===== config.mk =====
export PLATFORM = sky130hd
export DESIGN_NAME = domain_decimate_statistics
export DESIGN_NICKNAME = d
export VERILOG_FILES = /design/src/hdl/dds_pkg.sv /design/src/hdl/domain_decimate_statistics.sv /design/src/hdl/dds_alu.sv
export SDC_FILE = /design/constraint.sdc
export NUM_CORES = 1
export LEC_CHECK = 0
export BUFFER_PORTS_ARGS = -buffer_cell sky130_fd_sc_hd__buf_2
export CORE_ASPECT_RATIO = 0.9
export CORE_UTILIZATION = 50
export CTS_BUF_LIST = sky130_fd_sc_hd__clkbuf_4 sky130_fd_sc_hd__clkbuf_8 sky130_fd_sc_hd__clkbuf_16
export CTS_CLUSTER_DIAMETER = 80
export CTS_CLUSTER_SIZE = 16
export DETAILED_ROUTE_END_ITERATION = 8
export PLACE_DENSITY = 0.73
export SLEW_MARGIN = 20
export SYNTH_ARGS = -nofsm -noshare
export SYNTH_HDL_FRONTEND = slang
export SYNTH_SLANG_ARGS = --single-unit
export TNS_END_PERCENT = 10

===== constraint.sdc =====
create_clock -name clk -period 8.82 [get_ports clk]
set_input_delay 1.764 -clock clk [delete_from_list [all_inputs] [get_ports clk]]
set_output_delay 1.764 -clock clk [all_outputs]
set_load 0.05 [all_outputs]

===== src/hdl/dds_pkg.sv =====
// Shared types and constants for the domain decimate statistics block.
// Used by dds_alu and domain_decimate_statistics; depends on nothing.

package dds_pkg;

    localparam int SAMPLE_W = 16;   // input sample
    localparam int PAIR_W   = 17;   // pair value, Q.1
    localparam int INDEX_W  = 12;   // forward / backward index
    localparam int LEN_W    = 13;   // range length register
    localparam int SUM_W    = 30;   // running sum, Q.1
    localparam int MAG_W    = 29;   // magnitude of the running sum
    localparam int SQ_W     = 45;   // running sum of squares
    localparam int BETA_W   = 57;   // beta, Q.2
    localparam int ACC_W    = 57;   // shared adder and accumulator
    localparam int MPL_W    = 29;   // multiplier / dividend shift register
    localparam int CNT_W    = 5;    // step counter
    localparam int REM_W    = 14;   // shifted partial remainder

    localparam logic [LEN_W-1:0] LEN_RESET = 13'd64;
    localparam logic [LEN_W-1:0] MAX_PAIRS = 13'd4096;

    // Steps per operation, counted down to zero
    localparam logic [CNT_W-1:0] SQ_STEPS  = 5'd17;   // pair magnitude bits
    localparam logic [CNT_W-1:0] NSQ_STEPS = 5'd13;   // bits of N
    localparam logic [CNT_W-1:0] SSQ_STEPS = 5'd29;   // bits of |sum|
    localparam logic [CNT_W-1:0] DIV_STEPS = 5'd29;   // quotient bits

    typedef struct packed {
        logic             carry;
        logic [ACC_W-1:0] value;
    } alu_res_t;

endpackage


===== src/hdl/domain_decimate_statistics.sv =====
// Top level of the domain decimate statistics block: sequencer, state and output register.
// Depends on dds_pkg and dds_alu.
//
//  channel  | handshake             | word
//  ---------+-----------------------+------------------------------------------------
//  cfg      | cfg_valid, cfg_ready  | range_length
//  in       | in_valid, in_ready    | sample
//  out      | out_valid, out_ready  | pair_value, forward_index, backward_index,
//           |                       | domain_done, domain_sum, domain_average,
//           |                       | domain_beta
//
//  The first sample of a pair is held. The second starts the square step: the
//  square of the pair value is added into the sum of squares one multiplier bit
//  per cycle (17 steps) on the shared 57-bit adder. The final pair of a domain
//  adds 13 steps for N times the sum of squares, 29 for sum squared, 1 for the
//  beta subtract and 29 for the restoring divide.
//  A finished result holds in the output register until taken; a stalled output
//  holds the sequencer in its last step, and in_ready stays low meanwhile.
//  Reset clears the domain state and loads range_length with 64; cfg is always ready.

module domain_decimate_statistics (
    input  logic                                clk,
    input  logic                                rst_n,
    input  logic                                cfg_valid,
    output logic                                cfg_ready,
    input  logic [dds_pkg::LEN_W-1:0]           range_length,
    input  logic                                in_valid,
    output logic                                in_ready,
    input  logic signed [dds_pkg::SAMPLE_W-1:0] sample,
    output logic                                out_valid,
    input  logic                                out_ready,
    output logic signed [dds_pkg::PAIR_W-1:0]   pair_value,
    output logic [dds_pkg::INDEX_W-1:0]         forward_index,
    output logic [dds_pkg::INDEX_W-1:0]         backward_index,
    output logic                                domain_done,
    output logic signed [dds_pkg::SUM_W-1:0]    domain_sum,
    output logic signed [dds_pkg::PAIR_W-1:0]   domain_average,
    output logic [dds_pkg::BETA_W-1:0]          domain_beta
);
    import dds_pkg::*;

    // Sequencer states
    localparam logic [2:0] S_IDLE = 3'd0;   // wait for a sample
    localparam logic [2:0] S_SQ   = 3'd1;   // sum of squares += v^2
    localparam logic [2:0] S_NSQ  = 3'd2;   // N * sum of squares
    localparam logic [2:0] S_SSQ  = 3'd3;   // sum * sum
    localparam logic [2:0] S_BETA = 3'd4;   // N*sq - sum^2, clamp at zero
    localparam logic [2:0] S_DIV  = 3'd5;   // |sum| / N, restoring
    localparam logic [2:0] S_FIN  = 3'd6;   // load output register

    // Control and domain state
    logic [2:0]          state_reg, state_next;
    logic [LEN_W-1:0]    len_reg, len_next;
    logic [SAMPLE_W-1:0] held_reg, held_next;
    logic                phase_reg, phase_next;
    logic [INDEX_W-1:0]  pos_reg, pos_next;
    logic [SUM_W-1:0]    sum_reg, sum_next;
    logic [SQ_W-1:0]     sq_reg, sq_next;
    logic                out_valid_reg, out_valid_next;

    // Iteration datapath
    logic [ACC_W-1:0]    acc_reg, acc_next;
    logic [ACC_W-1:0]    mcand_reg, mcand_next;
    logic [MPL_W-1:0]    mpl_reg, mpl_next;
    logic [CNT_W-1:0]    cnt_reg, cnt_next;
    logic [ACC_W-1:0]    nsq_reg, nsq_next;
    logic [BETA_W-1:0]   beta_reg, beta_next;

    // Captured pair
    logic [LEN_W-1:0]    n_reg, n_next;
    logic [PAIR_W-1:0]   pair_reg, pair_next;
    logic [INDEX_W-1:0]  fwd_reg, fwd_next;
    logic [INDEX_W-1:0]  bwd_reg, bwd_next;
    logic                done_reg, done_next;

    // Output register
    logic [PAIR_W-1:0]   o_pair_reg, o_pair_next;
    logic [INDEX_W-1:0]  o_fwd_reg, o_fwd_next;
    logic [INDEX_W-1:0]  o_bwd_reg, o_bwd_next;
    logic                o_done_reg, o_done_next;
    logic [SUM_W-1:0]    o_sum_reg, o_sum_next;
    logic [PAIR_W-1:0]   o_avg_reg, o_avg_next;
    logic [BETA_W-1:0]   o_beta_reg, o_beta_next;

    // Combinational helpers
    logic [LEN_W-1:0]    eff_n;
    logic [PAIR_W-1:0]   pair_val;
    logic [PAIR_W-1:0]   pair_mag;
    logic [LEN_W-1:0]    pos_plus;
    logic [LEN_W-1:0]    bwd_full;
    logic                last_pair;
    logic [SUM_W-1:0]    sum_neg;
    logic [MAG_W-1:0]    sum_mag;
    logic [REM_W-1:0]    rem_sh;
    logic [PAIR_W-1:0]   quot;
    logic [PAIR_W-1:0]   avg_val;
    logic                in_fire;
    logic                out_free;
    logic [ACC_W-1:0]    alu_a, alu_b;
    logic                alu_sub;
    alu_res_t            alu_res;
    logic [ACC_W-1:0]    acc_step;

    dds_alu u_alu (
        .op_a (alu_a),
        .op_b (alu_b),
        .sub  (alu_sub),
        .res  (alu_res)
    );

    assign cfg_ready = 1'b1;
    assign in_ready  = (state_reg == S_IDLE);
    assign in_fire   = in_valid && in_ready;
    assign out_free  = !out_valid_reg || out_ready;

    // Clamp N to 1..MAX_PAIRS
    always_comb
    begin
        priority if (len_reg == '0)
            eff_n = {{(LEN_W-1){1'b0}}, 1'b1};
        else if (len_reg > MAX_PAIRS)
            eff_n = MAX_PAIRS;
        else
            eff_n = len_reg;
    end

    // Pair value is the plain sum of the two samples (mean in Q.1)
    assign pair_val  = {held_reg[SAMPLE_W-1], held_reg} + {sample[SAMPLE_W-1], sample};
    assign pair_mag  = pair_val[PAIR_W-1] ? (~pair_val + {{(PAIR_W-1){1'b0}}, 1'b1})
                                          : pair_val;
    assign pos_plus  = {1'b0, pos_reg} + {{(LEN_W-1){1'b0}}, 1'b1};
    assign last_pair = (pos_plus >= eff_n);
    assign bwd_full  = eff_n - pos_plus;

    assign sum_neg   = ~sum_reg + {{(SUM_W-1){1'b0}}, 1'b1};
    assign sum_mag   = sum_reg[SUM_W-1] ? sum_neg[MAG_W-1:0] : sum_reg[MAG_W-1:0];

    // Remainder stays below N, so its low bits carry it
    assign rem_sh    = {acc_reg[REM_W-2:0], mpl_reg[MPL_W-1]};

    // Quotient of |sum| / N; negate for a negative sum, keep the low bits
    assign quot      = mpl_reg[PAIR_W-1:0];
    assign avg_val   = sum_reg[SUM_W-1] ? (~quot + {{(PAIR_W-1){1'b0}}, 1'b1}) : quot;

    // Operand select for the shared adder
    always_comb
    begin
        unique case (state_reg)
            S_BETA:
            begin
                alu_a   = nsq_reg;
                alu_b   = acc_reg;
                alu_sub = 1'b1;
            end
            S_DIV:
            begin
                alu_a   = {{(ACC_W-REM_W){1'b0}}, rem_sh};
                alu_b   = {{(ACC_W-LEN_W){1'b0}}, n_reg};
                alu_sub = 1'b1;
            end
            default:
            begin
                alu_a   = acc_reg;
                alu_b   = mcand_reg;
                alu_sub = 1'b0;
            end
        endcase
    end

    // One shift-add step: add only where the multiplier bit is set
    assign acc_step = mpl_reg[0] ? alu_res.value : acc_reg;

    always_comb
    begin
        state_next     = state_reg;
        len_next       = len_reg;
        held_next      = held_reg;
        phase_next     = phase_reg;
        pos_next       = pos_reg;
        sum_next       = sum_reg;
        sq_next        = sq_reg;
        out_valid_next = out_valid_reg;
        acc_next       = acc_reg;
        mcand_next     = mcand_reg;
        mpl_next       = mpl_reg;
        cnt_next       = cnt_reg;
        nsq_next       = nsq_reg;
        beta_next      = beta_reg;
        n_next         = n_reg;
        pair_next      = pair_reg;
        fwd_next       = fwd_reg;
        bwd_next       = bwd_reg;
        done_next      = done_reg;
        o_pair_next    = o_pair_reg;
        o_fwd_next     = o_fwd_reg;
        o_bwd_next     = o_bwd_reg;
        o_done_next    = o_done_reg;
        o_sum_next     = o_sum_reg;
        o_avg_next     = o_avg_reg;
        o_beta_next    = o_beta_reg;

        if (cfg_valid && cfg_ready)
            len_next = range_length;

        // Drop the output word once taken
        if (out_valid_reg && out_ready)
            out_valid_next = 1'b0;

        unique case (state_reg)
            S_IDLE:
            begin
                if (in_fire)
                begin
                    if (!phase_reg)
                    begin
                        // Hold the first sample of the pair
                        held_next  = sample;
                        phase_next = 1'b1;
                    end
                    else
                    begin
                        // Capture the pair and start the square step
                        n_next     = eff_n;
                        pair_next  = pair_val;
                        fwd_next   = pos_reg;
                        bwd_next   = bwd_full[INDEX_W-1:0];
                        done_next  = last_pair;
                        sum_next   = sum_reg + {{(SUM_W-PAIR_W){pair_val[PAIR_W-1]}}, pair_val};
                        acc_next   = {{(ACC_W-SQ_W){1'b0}}, sq_reg};
                        mcand_next = {{(ACC_W-PAIR_W){1'b0}}, pair_mag};
                        mpl_next   = {{(MPL_W-PAIR_W){1'b0}}, pair_mag};
                        cnt_next   = SQ_STEPS - 5'd1;
                        state_next = S_SQ;
                    end
                end
            end

            S_SQ:
            begin
                acc_next   = acc_step;
                mcand_next = {mcand_reg[ACC_W-2:0], 1'b0};
                mpl_next   = {1'b0, mpl_reg[MPL_W-1:1]};
                cnt_next   = cnt_reg - 5'd1;
                if (cnt_reg == '0)
                begin
                    sq_next = acc_step[SQ_W-1:0];
                    if (done_reg)
                    begin
                        acc_next   = '0;
                        mcand_next = {{(ACC_W-SQ_W){1'b0}}, acc_step[SQ_W-1:0]};
                        mpl_next   = {{(MPL_W-LEN_W){1'b0}}, n_reg};
                        cnt_next   = NSQ_STEPS - 5'd1;
                        state_next = S_NSQ;
                    end
                    else
                    begin
                        // Advance to the next pair
                        pos_next   = pos_plus[INDEX_W-1:0];
                        phase_next = 1'b0;
                        held_next  = '0;
                        state_next = S_FIN;
                    end
                end
            end

            S_NSQ:
            begin
                acc_next   = acc_step;
                mcand_next = {mcand_reg[ACC_W-2:0], 1'b0};
                mpl_next   = {1'b0, mpl_reg[MPL_W-1:1]};
                cnt_next   = cnt_reg - 5'd1;
                if (cnt_reg == '0)
                begin
                    nsq_next   = acc_step;
                    acc_next   = '0;
                    mcand_next = {{(ACC_W-MAG_W){1'b0}}, sum_mag};
                    mpl_next   = sum_mag;
                    cnt_next   = SSQ_STEPS - 5'd1;
                    state_next = S_SSQ;
                end
            end

            S_SSQ:
            begin
                acc_next   = acc_step;
                mcand_next = {mcand_reg[ACC_W-2:0], 1'b0};
                mpl_next   = {1'b0, mpl_reg[MPL_W-1:1]};
                cnt_next   = cnt_reg - 5'd1;
                if (cnt_reg == '0)
                    state_next = S_BETA;
            end

            S_BETA:
            begin
                // A borrow means sum^2 exceeds N*sq: clamp to zero
                beta_next  = alu_res.carry ? alu_res.value : '0;
                acc_next   = '0;
                mpl_next   = sum_mag;
                cnt_next   = DIV_STEPS - 5'd1;
                state_next = S_DIV;
            end

            S_DIV:
            begin
                acc_next   = alu_res.carry ? alu_res.value
                                           : {{(ACC_W-REM_W){1'b0}}, rem_sh};
                mpl_next   = {mpl_reg[MPL_W-2:0], alu_res.carry};
                cnt_next   = cnt_reg - 5'd1;
                if (cnt_reg == '0)
                    state_next = S_FIN;
            end

            S_FIN:
            begin
                if (out_free)
                begin
                    out_valid_next = 1'b1;
                    o_pair_next    = pair_reg;
                    o_fwd_next     = fwd_reg;
                    o_bwd_next     = bwd_reg;
                    o_done_next    = done_reg;
                    o_sum_next     = done_reg ? sum_reg : '0;
                    o_avg_next     = done_reg ? avg_val : '0;
                    o_beta_next    = done_reg ? beta_reg : '0;
                    if (done_reg)
                    begin
                        // Clear for the next domain
                        held_next  = '0;
                        phase_next = 1'b0;
                        pos_next   = '0;
                        sum_next   = '0;
                        sq_next    = '0;
                    end
                    state_next = S_IDLE;
                end
            end

            default:
            begin
                state_next = S_IDLE;
            end
        endcase
    end

    always_ff @(posedge clk or negedge rst_n)
    begin
        if (!rst_n)
        begin
            state_reg     <= S_IDLE;
            len_reg       <= LEN_RESET;
            held_reg      <= '0;
            phase_reg     <= 1'b0;
            pos_reg       <= '0;
            sum_reg       <= '0;
            sq_reg        <= '0;
            out_valid_reg <= 1'b0;
        end
        else
        begin
            state_reg     <= state_next;
            len_reg       <= len_next;
            held_reg      <= held_next;
            phase_reg     <= phase_next;
            pos_reg       <= pos_next;
            sum_reg       <= sum_next;
            sq_reg        <= sq_next;
            out_valid_reg <= out_valid_next;
        end
    end

    always_ff @(posedge clk)
    begin
        acc_reg    <= acc_next;
        mcand_reg  <= mcand_next;
        mpl_reg    <= mpl_next;
        cnt_reg    <= cnt_next;
        nsq_reg    <= nsq_next;
        beta_reg   <= beta_next;
        n_reg      <= n_next;
        pair_reg   <= pair_next;
        fwd_reg    <= fwd_next;
        bwd_reg    <= bwd_next;
        done_reg   <= done_next;
        o_pair_reg <= o_pair_next;
        o_fwd_reg  <= o_fwd_next;
        o_bwd_reg  <= o_bwd_next;
        o_done_reg <= o_done_next;
        o_sum_reg  <= o_sum_next;
        o_avg_reg  <= o_avg_next;
        o_beta_reg <= o_beta_next;
    end

    assign out_valid      = out_valid_reg;
    assign pair_value     = o_pair_reg;
    assign forward_index  = o_fwd_reg;
    assign backward_index = o_bwd_reg;
    assign domain_done    = o_done_reg;
    assign domain_sum     = o_sum_reg;
    assign domain_average = o_avg_reg;
    assign domain_beta    = o_beta_reg;

endmodule


===== src/hdl/dds_alu.sv =====
// Shared add/subtract unit of the domain decimate statistics block.
// Depends on dds_pkg for widths and the result struct.

module dds_alu (
    input  logic [dds_pkg::ACC_W-1:0] op_a,
    input  logic [dds_pkg::ACC_W-1:0] op_b,
    input  logic                      sub,
    output dds_pkg::alu_res_t         res
);
    import dds_pkg::*;

    logic [ACC_W-1:0] b_eff;
    logic [ACC_W:0]   total;

    // Subtract as a plus the complement of b plus one; carry set means no borrow
    assign b_eff = sub ? ~op_b : op_b;
    assign total = {1'b0, op_a} + {1'b0, b_eff} + {{ACC_W{1'b0}}, sub};

    assign res.carry = total[ACC_W];
    assign res.value = total[ACC_W-1:0];

endmodule


# Word level (Yosys, flattened, before mapping)
# Cells that the tools add are included.
op_classes:
  bitwise: 4
  muxes: 74
  order_cmp: 2
  addsub: 10
  reduce_logical: 27
  n_eq_ne: 16
ops:
  columns: ["cell", "count"]
  rows:
  - ["57-bit 2-to-1 mux", 13]
  - ["57-bit case mux with 6 select lines", 1]
  - ["57-bit case mux with 2 select lines", 2]
  - ["57-bit case mux with 4 select lines", 1]
  - ["29-bit case mux with 6 select lines", 1]
  - ["45-bit 2-to-1 mux", 3]
  - ["30-bit 2-to-1 mux", 4]
  - ["29-bit 2-to-1 mux", 4]
  - ["16-bit 2-to-1 mux", 6]
  - ["45-bit case mux with 2 select lines", 1]
  - ["30-bit case mux with 2 select lines", 1]
  - ["57-bit by 57-bit adder with 58-bit output", 1]
  - ["58-bit by 1-bit adder with 58-bit output", 1]
  - ["57-bit inverter", 1]
  - ["28-bit 2-to-1 mux", 2]
  - ["12-bit 2-to-1 mux", 4]
  - ["16-bit case mux with 3 select lines", 1]
  - ["17-bit by 1-bit adder with 17-bit output, second input constant", 2]
  - ["17-bit 2-to-1 mux", 2]
  - ["17-bit inverter", 2]
  - ["30-bit adder", 1]
  - ["29-bit by 1-bit adder with 29-bit output, second input constant", 1]
  - ["29-bit inverter", 1]
  - ["13-bit 2-to-1 mux", 2]
  - ["36 further kinds", 75]
totals:
  register_bits: 584
  inputBits: 34

# Logic depth before layout (Yosys ltp)
logic_depth:
  ltp_word: 10
  ltp_mapped: 24
  ltp_nobuf: 22

# Modules after synthesis
# Synthesis repeated with hierarchy kept, for this count alone.
hier_totals:
  hier_cells: 3295
  hier_area_um2: 33952.6
by_module_without_submodules:
  columns: ["module", "area_per_inst_um2", "cells_per_inst", "seq_area_each_um2", "instances"]
  rows:
  - ["domain_decimate_statistics", 29817.3, 2724, 16932.5, 1]
  - ["dds_alu", 4135.2, 571, 0.0, 1]

# Worst setup path before layout
# OpenSTA, ideal clock, no wires.
synth_path:
  kind: "input to register"
  from: "input out_ready"
  to: "register o_bwd_reg[0], in the netlist backward_index[0], enable pin"
  required_ps: 8296
  setup_time_ps: 524
  path_slack_ps: 3012
  path_stages: 2
  path_buffers: 0
  t_arrival_ps: 5284
  cell_sequence: "nand2b_1 > and2_1"
synth_between:
  elab_chain_len: 2
synth_rtl:
  columns: ["item", "line", "source"]
  rows:
  - ["start, declared", "domain_decimate_statistics.sv:31", "input logic out_ready,"]
  - ["1-bit logical OR", "domain_decimate_statistics.sv:114", "assign out_free = !out_valid_reg || out_ready;"]
  - ["2-bit AND reduction (no line)", null, null]
  - ["end signal, assigned", "domain_decimate_statistics.sv:386", "o_bwd_reg <= o_bwd_next;"]
  - ["end, declared", "domain_decimate_statistics.sv:79", "logic [INDEX_W-1:0] o_bwd_reg, o_bwd_next;"]
# No other way between the ends.
# A chain may end at the register's enable or synchronous reset.

# Final worst setup path
layout_path:
  from: "input sample[0] (netlist bit)"
  to: "register sum_reg[22]"
layout_between:
  elab_chain_len: 5
layout_rtl:
  columns: ["item", "line", "source"]
  rows:
  - ["start, declared", "domain_decimate_statistics.sv:29", "input logic signed [dds_pkg::SAMPLE_W-1:0] sample,"]
  - ["16-bit by 16-bit adder with 17-bit output", "domain_decimate_statistics.sv:128", "assign pair_val = {held_reg[SAMPLE_W-1], held_reg} + {sample[SAMPLE_W-1], sample};"]
  - ["30-bit adder", "domain_decimate_statistics.sv:228", "sum_next = sum_reg + {{(SUM_W-PAIR_W){pair_val[PAIR_W-1]}}, pair_val};"]
  - ["30-bit 2-to-1 mux", "domain_decimate_statistics.sv:214", "if (!phase_reg)"]
  - ["30-bit 2-to-1 mux", "domain_decimate_statistics.sv:212", "if (in_fire)"]
  - ["30-bit case mux with 2 select lines", "domain_decimate_statistics.sv:209", "unique case (state_reg)"]
  - ["end signal, assigned", "domain_decimate_statistics.sv:365", "sum_reg <= sum_next;"]
  - ["end, declared", "domain_decimate_statistics.sv:57", "logic [SUM_W-1:0] sum_reg, sum_next;"]
# No other way between the ends. The select of a mux whose other input is x is not followed.

==> impl_metrics.sql <==
INSERT INTO impl_metrics (metric_group, metric, value, unit) VALUES
('critical_path', 'cells_on_worst_reg2reg_path', '16', ''),
('cells_and_area', 'antenna-diode-count', '0', ''),
('cells_and_area', 'num-nets-final', '3432', ''),
('power', 'vdd_drop_max', '0.164', 'mV'),
('global_route', 'first_pass_grt_wire_length', '137', 'mm'),
('synth', 'yosysUniqueCellTypes', '78', ''),
('clocking', 'cts_resized', '0', ''),
('placement', 'placed_cells', '4073', ''),
('detailed_routing', 'dr.pass1.iters', '6', ''),
('critical_path', 'path_depth', '20', ''),
('global_route', 'first_global_vias', '23300', ''),
('placement', 'finalWeightedCongestion', '0.954', ''),
('critical_path', 'timing.critical_path.to', 'sum_reg[22]', ''),
('cells_and_area', 'multi_input_comb_area', '14600', 'sq um'),
('global_route', 'gr-total-overflow', '0', ''),
('floorplan', 'dieWidth', '271', 'microns'),
('critical_path', 'critical_path.startpoint', 'sample[0]', ''),
('global_route', 'grt_start_max_net_pins', '104', ''),
('sta', 'timing.final.crit_share', '0.682', ''),
('run', 'maxCapViolations', '0', ''),
('cells_and_area', 'layoutNonFillerInstCount', '4153', ''),
('worst_hold_path', 'hold_path.class', 'flip-flop to flip-flop', ''),
('placement', 'hpwl', '60.2', 'mm'),
('power', 'switching_power', '1110', 'uW'),
('detailed_routing', 'first_drt_iteration_drcs', '2921', ''),
('synth', 'synth_area_in_xor_xnor', '0.0419', ''),
('critical_path', 'timing.critical_path.max_delay_family', 'compound AO/OA/AOI/OAI gates', ''),
('floorplan', 'num_io_pins', '183', ''),
('detailed_routing', 'antenna_left', '0', ''),
('sta', 'finalSetupViolCount', '0', ''),
('placement', 'portBuffers', '181', ''),
('clocking', 'clk_latency', '620', 'ps'),
('synth', 'asyncSetResetFlopFracSynth', '0.207', ''),
('critical_path', 'ff2ff_setup_slack', '3240', 'ps'),
('cells_and_area', 'register_area', '16900', 'sq um'),
('detailed_routing', 'routed_via_density', '6.08', ''),
('critical_path', 'timing.rr.start', 'state_reg[0]', ''),
('synth', 'ys_top_cells_by_area', 'edfxtp_1, dfrtp_1, o21ai_0', ''),
('floorplan', 'row_count', '88', ''),
('power', 'cellInternalPower', '4070', 'uW'),
('power', 'comb_power_share', '0.033', ''),
('synth', 'fraction_of_post_synthesis_cell_area_in_the_top_cell_type_by_area', '0.427', ''),
('clocking', 'cts_root_buffer', 'clkbuf_16', ''),
('clocking', 'tritoncts', 'built', ''),
('clocking', 'clk_transition_reported_paths', '70', 'ps'),
('sta', 'fin_hold_ws', '413', 'ps'),
('power', 'swShare', '0.215', ''),
('power', 'clkPwrFrac', '0.397', ''),
('synth', 'syn_nets', '3346', ''),
('sta', 'max_slew_margin', '0.234', ''),
('critical_path', 'cp_data_required_time', '9340', 'ps'),
('critical_path', 'worst_setup_path_end_kind', 'flip-flop', ''),
('sta', 'setup_repair_after_global_routing_missed_its_margin', 'false', ''),
('detailed_routing', 'drc', '0', ''),
('clocking', 'ctsLongestPathBuffers', '3', ''),
('sta', 'min_period', '6010', 'ps'),
('power', 'part_of_the_total_power_dissipated_in_sequential_elements', '0.570', ''),
('synth', 'synth_compound_area_frac', '0.184', ''),
('run_status', 'status', 'finished clean', ''),
('detailed_routing', 'wirelength', '88.5', 'mm'),
('critical_path', 'max_stage_delay', '640', 'ps'),
('cells_and_area', 'areaGrowthSynthToFinish', '9.45', '%'),
('clocking', 'cts-htree-levels', '2', ''),
('synth', 'synth_top_family_by_area', 'compound AO/OA/AOI/OAI gates', ''),
('synth', 'synth_enable_flop_cells', '463', ''),
('clocking', 'cts_hold_buffers', '0', ''),
('critical_path', 'cp_slowest_cell', 'or4b_2', ''),
('synth', 'yosysWarnings', '0', ''),
('synth', 'synth_largest_area_cell', 'edfxtp_1', ''),
('critical_path', 'timing_worst_setup_path_type', 'primary input to flip-flop', ''),
('critical_path', 'cp.arrival', '6540', 'ps');
==> worst reg2reg max path: cells and delay by family (launching register included) <==
family          cells  cell delay, ps
fa+ha+maj           1             350
flops               1             410
compound gates      7            1860
buf+inv             3            1620
simple gates        5            1080
==> routing by layer <==
metal	wire length, microns	vias to the layer above	track usage
met4	1770	2	0.0583
met1	40100	12200	0.394
met2	37500	1138	0.387
li1	-	11800	-
met3	9170	127	0.0595
met5	13	-	0
==> cell usage after synthesis, types with 44 or more instances <==
cell type	count
xnor2_1	78
nor2b_1	46
a22oi_1	44
a31oi_1	58
edfxtp_1	463
clkbuf_1	147
dfrtp_1	120
inv_1	124
mux2i_1	50
a21oi_1	186
and2_1	121
xor2_1	78
o21ai_0	327
ha_1	130
nand2_1	395
nor2_1	214
==> through the flow <==
| step | instance area (sq um) | util | setup slack, ps |
|---|---|---|---|
| after floorplan | 32600 | - | 3010 |
| after global placement | 34300 | 0.533 | 2340 |
| after detailed placement | 34300 | 0.533 | 2280 |
| after CTS | 35700 | 0.555 | 2880 |
| after global routing | 35700 | 0.555 | 2390 |
| final | 35700 | 0.555 | 2810 |
==> layout by cell type (no fill, tap or decap), types with 9 or more instances in the layout <==
cell type | synthesis | routed
a22o_1 | 32 | 32
nor3_1 | 26 | 26
a21boi_0 | 11 | 11
a21o_1 | 41 | 41
o41ai_1 | 11 | 11
ha_1 | 130 | 130
clkbuf_16 | 0 | 44
a21oi_1 | 186 | 184
clkbuf_4 | 0 | 25
or4_1 | 11 | 11
a211oi_1 | 13 | 13
nand2b_1 | 28 | 27
buf_2 | 12 | 180
o21a_1 | 32 | 31
nand4_1 | 19 | 19
dfrtp_1 | 120 | 119
inv_1 | 124 | 121
o21bai_1 | 17 | 17
buf_4 | 3 | 37
nor2_1 | 214 | 211
o31ai_1 | 29 | 29
and3_1 | 17 | 17
or3_1 | 14 | 14
a22oi_1 | 44 | 44
xor2_1 | 78 | 78
mux2_2 | 37 | 37
or2_2 | 9 | 9
o21ai_0 | 327 | 327
nand2_1 | 395 | 394
nand3_1 | 35 | 34
nor2b_1 | 46 | 45
xnor2_1 | 78 | 78
a31oi_1 | 58 | 58
o221ai_1 | 37 | 37
mux2i_1 | 50 | 50
o211ai_1 | 14 | 14
edfxtp_1 | 463 | 463
a221oi_1 | 19 | 19
and2_1 | 121 | 120
a221o_1 | 16 | 16
==> final cells by class <==
cell class              count  area share
well taps                 855      0.0300
clock buffers              70      0.0365
inverters                 125      0.0132
multi-input cells        2291       0.409
clock inverters            10     0.00337
repair buffers            218      0.0336
flip-flops and latches    584       0.475
==> power by group through the flow <==
stage	clock network (uW)	logic [uW]	registers (uW)
3_5_place_dp	0	168	3010
3_3_place_gp	0	167	3010
4_1_cts	2080	170	2950
6_report	2060	171	2950
5_1_grt	2180	189	2950
2_1_floorplan	0	107	3010
==> worst min-delay path by stage <==
stage	cells after the start	to	start
6_report	0	forward_index[0]	fwd_reg[0]
5_1_grt	0	backward_index[11]	bwd_reg[11]
4_1_cts	0	forward_index[0]	fwd_reg[0]
3_5_place_dp	0	backward_index[11]	bwd_reg[11]
3_3_place_gp	0	backward_index[3]	bwd_reg[3]
2_1_floorplan	0	backward_index[0]	bwd_reg[0]
==> cells by family (layout without fill, tap and decap cells) <==
| group | Yosys count | after routing |
|---|---|---|
| mux | 87 | 87 |
| compound gates | 950 | 950 |
| buf+inv | 303 | 423 |
| flops | 584 | 584 |
| fa+ha+maj | 134 | 134 |
| other cells | 1 | 1 |
| simple gates | 963 | 963 |
| xor+xnor | 156 | 156 |
(Power assumes the default switching activity.)
